File: src/hdl/itp_pkg.sv
// Shared types and constants for the integer text parser.
// No dependencies; used by every design module of the block.
package itp_pkg;

    localparam int VALUE_BITS = 32;
    localparam int OUT_VALUE_BITS = 32;
    localparam int RADIX_BITS = 6;
    localparam int COUNT_BITS = 16;
    localparam int CHAR_BITS = 8;
    localparam int DIGIT_BITS = 7;

    localparam logic [RADIX_BITS-1:0] RADIX_MAX = RADIX_BITS'(36);
    localparam logic [RADIX_BITS-1:0] RADIX_AUTO = RADIX_BITS'(0);
    localparam logic [RADIX_BITS-1:0] RADIX_OCT = RADIX_BITS'(8);
    localparam logic [RADIX_BITS-1:0] RADIX_DEC = RADIX_BITS'(10);
    localparam logic [RADIX_BITS-1:0] RADIX_HEX = RADIX_BITS'(16);
    localparam logic [RADIX_BITS-1:0] RADIX_RESET = RADIX_DEC;

    // Configuration register indexes
    localparam logic CFG_RADIX = 1'b0;
    localparam logic CFG_SIGNED = 1'b1;

    typedef enum logic [2:0] {
        PH_IDLE,
        PH_LEAD1,
        PH_LEAD2,
        PH_START,
        PH_ZERO,
        PH_DIGITS,
        PH_DONE
    } itp_phase_t;

    typedef struct packed {
        logic [RADIX_BITS-1:0] radix;
        logic                  signed_mode;
    } itp_cfg_t;

    typedef struct packed {
        itp_phase_t            phase;
        logic [RADIX_BITS-1:0] active_radix;
        logic                  is_negative;
        logic [VALUE_BITS-1:0] accumulator;
        logic [COUNT_BITS-1:0] char_count;
        logic                  saw_digit;
    } itp_state_t;

    typedef struct packed {
        logic [OUT_VALUE_BITS-1:0] value;
        logic [COUNT_BITS-1:0]     consumed;
        logic                      digits_found;
    } itp_result_t;

    typedef struct packed {
        logic [CHAR_BITS-1:0] ch;
        logic                 first;
        logic                 final_req;
    } itp_item_t;

endpackage

File: src/hdl/itp_in_stage.sv
// Input register of the integer text parser: holds one character transaction.
// Depends on itp_pkg for the item type.
module itp_in_stage
(
    input  logic               clk,
    input  logic               rst_n,
    input  logic               in_valid,
    output logic               in_ready,
    input  itp_pkg::itp_item_t in_item,
    output logic               held_valid,
    output itp_pkg::itp_item_t held_item,
    input  logic               advance
);

    logic               valid_reg;
    logic               valid_next;
    itp_pkg::itp_item_t item_reg;

    // Take a new transaction whenever the held one is empty or moves on.
    assign in_ready   = !valid_reg || advance;
    assign valid_next = in_valid ? 1'b1 : (advance ? 1'b0 : valid_reg);

    always_ff @(posedge clk or negedge rst_n)
    begin
        if (!rst_n)
        begin
            valid_reg <= 1'b0;
        end
        else if (in_ready)
        begin
            valid_reg <= valid_next;
        end
    end

    always_ff @(posedge clk)
    begin
        if (in_valid && in_ready)
        begin
            item_reg <= in_item;
        end
    end

    assign held_valid = valid_reg;
    assign held_item  = item_reg;

endmodule

File: src/hdl/itp_step.sv
// Per-character parse step: next parse state and an optional result.
// Depends on itp_pkg for the state, configuration and result types.
module itp_step
(
    input  itp_pkg::itp_item_t   item,
    input  itp_pkg::itp_cfg_t    cfg,
    input  itp_pkg::itp_state_t  state,
    output itp_pkg::itp_state_t  state_next,
    output logic                 emit,
    output itp_pkg::itp_result_t result
);

    function automatic logic [itp_pkg::DIGIT_BITS-1:0] digit_of(
        input logic [itp_pkg::CHAR_BITS-1:0] c
    );
        logic [itp_pkg::DIGIT_BITS-1:0] d;
        begin
            if (c >= "0" && c <= "9")
                d = itp_pkg::DIGIT_BITS'(c - "0");
            else if (c >= "a" && c <= "z")
                d = itp_pkg::DIGIT_BITS'(c - "a" + 8'd10);
            else if (c >= "A" && c <= "Z")
                d = itp_pkg::DIGIT_BITS'(c - "A" + 8'd10);
            else
                d = '1;
            return d;
        end
    endfunction

    always_comb
    begin
        itp_pkg::itp_state_t            s;
        logic                           blank;
        logic                           done;
        logic                           took;
        logic                           fire;
        logic [itp_pkg::DIGIT_BITS-1:0] d;
        logic [itp_pkg::VALUE_BITS-1:0] prod;
        logic [itp_pkg::VALUE_BITS-1:0] v;

        s     = state;
        blank = (item.ch == " ") || (item.ch == 8'h09);
        done  = 1'b0;
        took  = 1'b0;
        fire  = 1'b0;
        d     = digit_of(item.ch);
        prod  = '0;

        // A new string clears the state and samples the configuration.
        if (item.first)
        begin
            s.phase        = cfg.signed_mode ? itp_pkg::PH_LEAD1 : itp_pkg::PH_LEAD2;
            s.active_radix = (cfg.radix > itp_pkg::RADIX_MAX) ? itp_pkg::RADIX_MAX
                                                              : cfg.radix;
            s.is_negative  = 1'b0;
            s.accumulator  = '0;
            s.char_count   = '0;
            s.saw_digit    = 1'b0;
        end

        if (s.phase == itp_pkg::PH_IDLE || s.phase == itp_pkg::PH_DONE)
        begin
            done = 1'b1;
        end
        else
        begin
            // The phases only move forward, so one pass in order covers them.
            if (s.phase == itp_pkg::PH_LEAD1 && !done)
            begin
                if (blank)
                begin
                    took = 1'b1; done = 1'b1;
                end
                else
                begin
                    s.phase = itp_pkg::PH_LEAD2;
                    if (item.ch == "-")
                    begin
                        s.is_negative = 1'b1; took = 1'b1; done = 1'b1;
                    end
                    else if (item.ch == "+")
                    begin
                        took = 1'b1; done = 1'b1;
                    end
                end
            end
            if (s.phase == itp_pkg::PH_LEAD2 && !done)
            begin
                if (blank)
                begin
                    took = 1'b1; done = 1'b1;
                end
                else
                begin
                    s.phase = itp_pkg::PH_START;
                    if (item.ch == "+")
                    begin
                        took = 1'b1; done = 1'b1;
                    end
                end
            end
            if (s.phase == itp_pkg::PH_START && !done)
            begin
                if (s.active_radix == itp_pkg::RADIX_AUTO)
                begin
                    if (item.ch == "0")
                    begin
                        s.active_radix = itp_pkg::RADIX_OCT;
                        s.saw_digit    = 1'b1;
                        s.phase        = itp_pkg::PH_ZERO;
                        took = 1'b1; done = 1'b1;
                    end
                    else
                    begin
                        s.active_radix = itp_pkg::RADIX_DEC;
                        s.phase        = itp_pkg::PH_DIGITS;
                    end
                end
                else if (s.active_radix == itp_pkg::RADIX_HEX && item.ch == "0")
                begin
                    s.saw_digit = 1'b1;
                    s.phase     = itp_pkg::PH_ZERO;
                    took = 1'b1; done = 1'b1;
                end
                else
                begin
                    s.phase = itp_pkg::PH_DIGITS;
                end
            end
            if (s.phase == itp_pkg::PH_ZERO && !done)
            begin
                s.phase = itp_pkg::PH_DIGITS;
                if (item.ch == "x" || item.ch == "X")
                begin
                    s.active_radix = itp_pkg::RADIX_HEX;
                    s.saw_digit    = 1'b0;
                    took = 1'b1; done = 1'b1;
                end
            end
            if (s.phase == itp_pkg::PH_DIGITS && !done)
            begin
                done = 1'b1;
                if (d < {1'b0, s.active_radix})
                begin
                    prod          = s.accumulator * itp_pkg::VALUE_BITS'(s.active_radix);
                    s.accumulator = prod + itp_pkg::VALUE_BITS'(d);
                    s.saw_digit   = 1'b1;
                    took          = 1'b1;
                end
            end

            // A rejected character ends the string uncounted.
            if (!took)
            begin
                fire = 1'b1;
            end
            else
            begin
                if (s.char_count != '1)
                    s.char_count = s.char_count + 1'b1;
                fire = item.final_req;
            end
            if (fire)
                s.phase = itp_pkg::PH_DONE;
        end

        v = s.is_negative ? (~s.accumulator + 1'b1) : s.accumulator;

        state_next          = s;
        emit                = fire;
        result.value        = itp_pkg::OUT_VALUE_BITS'(v);
        result.consumed     = s.char_count;
        result.digits_found = s.saw_digit;
    end

endmodule

File: src/hdl/itp_out_stage.sv
// Result register of the integer text parser with its valid flag.
// Depends on itp_pkg for the result type.
module itp_out_stage
(
    input  logic                 clk,
    input  logic                 rst_n,
    input  logic                 load,
    input  itp_pkg::itp_result_t load_result,
    output logic                 out_valid,
    input  logic                 out_ready,
    output itp_pkg::itp_result_t out_result,
    output logic                 can_load
);

    logic                 valid_reg;
    logic                 valid_next;
    itp_pkg::itp_result_t result_reg;

    assign can_load   = !valid_reg || out_ready;
    assign valid_next = load ? 1'b1 : (out_ready ? 1'b0 : valid_reg);

    always_ff @(posedge clk or negedge rst_n)
    begin
        if (!rst_n)
        begin
            valid_reg <= 1'b0;
        end
        else
        begin
            valid_reg <= valid_next;
        end
    end

    always_ff @(posedge clk)
    begin
        if (load)
        begin
            result_reg <= load_result;
        end
    end

    assign out_valid  = valid_reg;
    assign out_result = result_reg;

endmodule

File: src/hdl/integer_text_parser.sv
// Streaming text-to-integer parser (strtol / strtoul style), top level.
// Depends on itp_pkg, itp_in_stage, itp_step and itp_out_stage.
//
// Usage:
//   Characters arrive on the slave stream, one per transaction: tdata[7:0]
//   is the character, tuser marks the first character of a string and tlast
//   asks for a result after that character. Each string gives one result on
//   the master stream when it ends, either at a character that cannot
//   continue the number or at tlast; characters after that are dropped
//   until the next string start. Configuration (radix, signed mode) is
//   written on cfg_we/cfg_index/cfg_data and sampled at each string start;
//   the user must write it only while the block is idle (not enforced). The
//   character that ends a string is held in the input register and its
//   result in the result register. Throughput: one character per cycle
//   while the result register has room, set by the single multiply-add of
//   the accumulator by the radix between the input and result registers.
//   Stall: when the result register is full and m_tready is low, hold the
//   held character and drop s_tready once one is held; otherwise characters
//   keep flowing. Reset: both stream registers empty, radix 10, signed mode
//   on, no string open until a transaction with tuser set arrives.
module integer_text_parser
(
    input  logic        clk,
    input  logic        rst_n,
    // character stream
    input  logic        s_tvalid,
    output logic        s_tready,
    input  logic [7:0]  s_tdata,   // [7:0] ch
    input  logic        s_tuser,   // [0] first
    input  logic        s_tlast,   // final_req
    // result stream
    output logic        m_tvalid,
    input  logic        m_tready,
    output logic [47:0] m_tdata,   // [31:0] value, [47:32] consumed
    output logic        m_tuser,   // [0] digits_found
    // configuration
    input  logic        cfg_we,
    input  logic        cfg_index,
    input  logic [5:0]  cfg_data
);

    itp_pkg::itp_cfg_t    cfg_reg;
    itp_pkg::itp_cfg_t    cfg_next;
    itp_pkg::itp_state_t  state_reg;
    itp_pkg::itp_state_t  state_next;
    itp_pkg::itp_item_t   in_item;
    itp_pkg::itp_item_t   held_item;
    itp_pkg::itp_result_t step_result;
    itp_pkg::itp_result_t out_result;
    logic                 held_valid;
    logic                 advance;
    logic                 can_load;
    logic                 step_emit;

    assign in_item.ch        = s_tdata;
    assign in_item.first     = s_tuser;
    assign in_item.final_req = s_tlast;

    // Configuration registers, written by index.
    always_comb
    begin
        cfg_next = cfg_reg;
        if (cfg_we)
        begin
            unique case (cfg_index)
                itp_pkg::CFG_RADIX:  cfg_next.radix       = cfg_data;
                itp_pkg::CFG_SIGNED: cfg_next.signed_mode = cfg_data[0];
                default:             cfg_next = cfg_reg;
            endcase
        end
    end

    always_ff @(posedge clk or negedge rst_n)
    begin
        if (!rst_n)
        begin
            cfg_reg.radix       <= itp_pkg::RADIX_RESET;
            cfg_reg.signed_mode <= 1'b1;
        end
        else
        begin
            cfg_reg <= cfg_next;
        end
    end

    // Advance the held character whenever the result register has room.
    assign advance = held_valid && can_load;

    itp_in_stage u_in
    (
        .clk        (clk),
        .rst_n      (rst_n),
        .in_valid   (s_tvalid),
        .in_ready   (s_tready),
        .in_item    (in_item),
        .held_valid (held_valid),
        .held_item  (held_item),
        .advance    (advance)
    );

    itp_step u_step
    (
        .item       (held_item),
        .cfg        (cfg_reg),
        .state      (state_reg),
        .state_next (state_next),
        .emit       (step_emit),
        .result     (step_result)
    );

    // Parse state moves only when the held character is consumed.
    always_ff @(posedge clk or negedge rst_n)
    begin
        if (!rst_n)
        begin
            state_reg.phase        <= itp_pkg::PH_IDLE;
            state_reg.active_radix <= '0;
            state_reg.is_negative  <= 1'b0;
            state_reg.accumulator  <= '0;
            state_reg.char_count   <= '0;
            state_reg.saw_digit    <= 1'b0;
        end
        else if (advance)
        begin
            state_reg <= state_next;
        end
    end

    itp_out_stage u_out
    (
        .clk         (clk),
        .rst_n       (rst_n),
        .load        (advance && step_emit),
        .load_result (step_result),
        .out_valid   (m_tvalid),
        .out_ready   (m_tready),
        .out_result  (out_result),
        .can_load    (can_load)
    );

    assign m_tdata = {out_result.consumed, out_result.value};
    assign m_tuser = out_result.digits_found;

endmodule

File: config.mk
export PLATFORM = sky130hd
export DESIGN_NAME = integer_text_parser
export DESIGN_NICKNAME = d
export VERILOG_FILES = /design/src/hdl/itp_pkg.sv /design/src/hdl/itp_in_stage.sv /design/src/hdl/itp_step.sv /design/src/hdl/itp_out_stage.sv /design/src/hdl/integer_text_parser.sv
export SDC_FILE = /design/constraint.sdc
export NUM_CORES = 1
export LEC_CHECK = 0
export BUFFER_PORTS_ARGS = -buffer_cell sky130_fd_sc_hd__buf_2
export CAP_MARGIN = 5
export CORE_MARGIN = 1
export CORE_UTILIZATION = 35
export DETAILED_ROUTE_END_ITERATION = 16
export SYNTH_ARGS = -nofsm -noshare
export SYNTH_HDL_FRONTEND = slang
export SYNTH_SLANG_ARGS = --single-unit
File: constraint.sdc
create_clock -name clk -period 9.5 [get_ports clk]
set_input_delay 0.95 -clock clk [delete_from_list [all_inputs] [get_ports clk]]
set_output_delay 0.95 -clock clk [all_outputs]
set_load 0.01 [all_outputs]
==> impl_metrics.tcl <==
set metrics [dict create \
    outcome "finished clean" \
    dieArea_mm2 0.0377 \
    grt_max_degree 77 \
    crit_path_start "u_in.held_item[7]" \
    antenna_left 0 \
    wl_per_cell_um 18.7 \
    slew_headroom_pct 23.8 \
    crit_required_ns 9.68 \
    rr_worst_depth 31 \
    setup_tns_ns 0 \
    skew_ns 0.0103 \
    gr-max-usage-layer "met2" \
    yosysSeqAreaShare_pct 26.9 \
    synth-compound-area-share_pct 16.6 \
    synth.avg_cell_area_um2 9.10 \
    drt_iter0_drc 796 \
    nNetsFinal 1691 \
    holdWs_ns 0.477 \
    place_congestion 0.880 \
    cts_buffers 17 \
    initial_utilization_pct 35.4 \
    cp_slowest_cell "a2111oi_0" \
    cpMostUsedCell "inv_1" \
    synth_edf_count 59 \
    leakagePower_nw 6.65 \
    vias 10700 \
    finalSetupViolCount 0 \
    worst_pin_slew_ns 1.13 \
    cts.htree.levels 4 \
    numPortBuffers 72 \
    hold_path.class "reg -> reg" \
    grt_pass1_wl_um 59700 \
    dieHeight_um 194 \
    grt_pass1_vias 10800 \
    synth_seq_cells 127 \
    synth_warnings 0 \
    largest_reg_flops 59 \
    power.density_mw_per_mm2 130 \
    root_buffer "clkbuf_16" \
    finalPower_w 0.00188 \
    grtUsageMet1_pct 26.7 \
    crit_type "reg -> reg" \
    clock_sinks 127 \
    drive_gt1_share_pct 12.8 \
    hp-start "state_reg[27]" \
    endpoint_kind "flop" \
    met2_usage_pct 32.1 \
    core_mm2 0.0365 \
    drtPass1Iterations 5 \
    grt.total_usage_pct 20.2 \
    antenna_found_initial 0 \
    cpPeakStageDelay_ns 0.77 \
    post-dp-hpwl_um 27500 \
    vias_per_cell 5.47 \
    fin_crit_ns 9.09 \
    finalHoldViolCount 0 \
    synth_simple_gate_area_share_pct 19.3 \
    synth_xor_area_share_pct 5.63 \
    cts_hold_buf 0 \
    synth_ff_type "dfrtp_1" \
    clock_latency_ns 0.44 \
    synth_area_mm2 0.0129 \
    grt.met3_usage_pct 3.62 \
    max_cap_violations 0 \
    grt_overflow 0 \
    clk_path_buf_depth 2 \
    die_x_um 194 \
    area_delta_synth_final_pct 11.4 \
    max_freq_ghz 0.110 \
    reg2reg_from "u_in.held_item[7]" \
    rsz0062_at_grt "no" \
    tritoncts "done" \
    ir_worst_vdd_mv 0.0907 \
    wl_um 36600 \
    cp_max_fo 14 \
    synth_top_family_by_area "adder cells" \
    slew_viol_final 0 \
    reg2reg_slack_ns 0.41 \
    critPathLaunchType "flop" \
    clk_pin_slew_ns 0.06 \
    crit_arrival_ns 9.27 \
    holdPathStages 2 \
    ios 73 \
    synth_cell_types 98 \
    synth_mux_area_share_pct 2.21 \
    finalCritPeriodShare_pct 95.6 \
    diodes 0 \
    synth_nets 1636 \
    synthArstFlopShare_pct 53.5 \
    synth_cells 1421 \
    synth_adder_area_share_pct 25.2 \
    drc 0 \
    num_rows 70 \
]
-- power by group --
group          switching, W  total, W  internal [W]  leakage [nW]
sequential        0.0000415  0.000686      0.000645          1.48
combinational      0.000384  0.000561      0.000177          4.91
clock              0.000261  0.000629      0.000369         0.261
-- through the flow --
step	cells	setup WS (ns)	instance area, um^2	util [%]
after global placement	1924	0.448	13900	37.9
after floorplan	1421	1.10	12900	-
after CTS	1955	0.284	14400	39.4
final	1956	0.415	14400	39.5
after detailed placement	1924	0.293	13900	37.9
after global routing	1956	0.00674	14400	39.5
-- path summary, 6_finish.rpt --
path,endpoint
min in group asynchronous,u_in.held_valid
max in group asynchronous,state_reg[35]
min reg2reg,state_reg[27]
max reg2reg,u_out.out_result[48]
min,state_reg[27]
max,u_out.out_result[48]
-- layout make-up --
class / count / area (um^2)
Fill cell: 3636 / 22100
Multi-Input combinational cell: 1154 / 8940
Sequential cell: 127 / 3480
Tap cell: 468 / 586
Timing Repair Buffer: 101 / 578
Clock buffer: 20 / 457
Inverter: 75 / 282
Clock inverter: 11 / 92.6
-- logic make-up (layout without fill, tap and decap cells) --
logic type | Yosys count | count (layout)
AND/OR/NAND/NOR | 539 | 539
AO/OA/AOI/OAI | 315 | 315
buffers and inverters | 140 | 207
flip-flops | 127 | 127
multiplexers | 27 | 27
XOR/XNOR | 80 | 80
adder cells (fa/ha/maj) | 193 | 193
-- worst max-delay path, delay by kind of cell, from the launching register on --
kind                     cells  cell delay [ns]
AO/OA/AOI/OAI               10             2.91
adder cells (fa/ha/maj)      6             2.69
AND/OR/NAND/NOR              7             1.62
buffers and inverters        6             0.62
flip-flops                   1             0.49
multiplexers                 1             0.36
XOR/XNOR                     1             0.10
-- placed cells by master (no fill, tap or decap), types with 29 or more instances in the layout --
| cell type | count |
|---|---|
| inv_1 | 75 |
| nand2_1 | 146 |
| a21oi_1 | 61 |
| buf_4 | 29 |
| dfrtp_1 | 65 |
| nor2_1 | 228 |
| fa_1 | 113 |
| o21ai_0 | 85 |
| buf_2 | 72 |
| ha_1 | 80 |
| xnor2_1 | 56 |
| edfxtp_1 | 59 |
-- layer usage --
metal / wire length (um) / vias to the layer above
met5: 0 / -
met4: 1440 / 0
met3: 1790 / 74
met2: 16800 / 326
met1: 16600 / 5251
li1: - / 5056
-- cell usage after synthesis (all sizes together) (6+ instances only) --
| library cell | count | share of area (%) |
|---|---|---|
| nor4 | 6 | 0.34 |
| o21a | 11 | 0.64 |
| a211oi | 11 | 0.64 |
| or2 | 7 | 0.34 |
| and3 | 13 | 0.63 |
| mux2 | 12 | 1.0 |
| nand4 | 12 | 0.63 |
| a22o | 12 | 0.81 |
| o211ai | 7 | 0.44 |
| inv | 75 | 2.2 |
| and2 | 9 | 0.44 |
| nor2 | 230 | 6.7 |
| ha | 80 | 7.7 |
| a21o | 24 | 1.4 |
| xor2 | 22 | 1.5 |
| a31oi | 18 | 0.99 |
| nand2 | 148 | 4.3 |
| a21oi | 65 | 2.6 |
| nor2b | 20 | 0.97 |
| clkbuf | 55 | 1.6 |
| or3 | 7 | 0.34 |
| mux2i | 15 | 1.2 |
| buf | 10 | 0.44 |
| o31ai | 11 | 0.78 |
| nor3 | 22 | 0.93 |
| nand3 | 26 | 1.0 |
| xnor2 | 56 | 3.8 |
| edfxtp | 59 | 14 |
| dfrtp | 65 | 13 |
| o21ai | 98 | 3.8 |
| fa | 113 | 17 |
| nand2b | 16 | 0.77 |
-- what timing repair did --
| action | in CTS | in global routing |
|---|---|---|
| setup buffers | 0 | 1 |
| endpoints found under the setup margin | 0 | 14 |
| resized for setup | 0 | 1 |
Power figures use the tool's default switching activity.
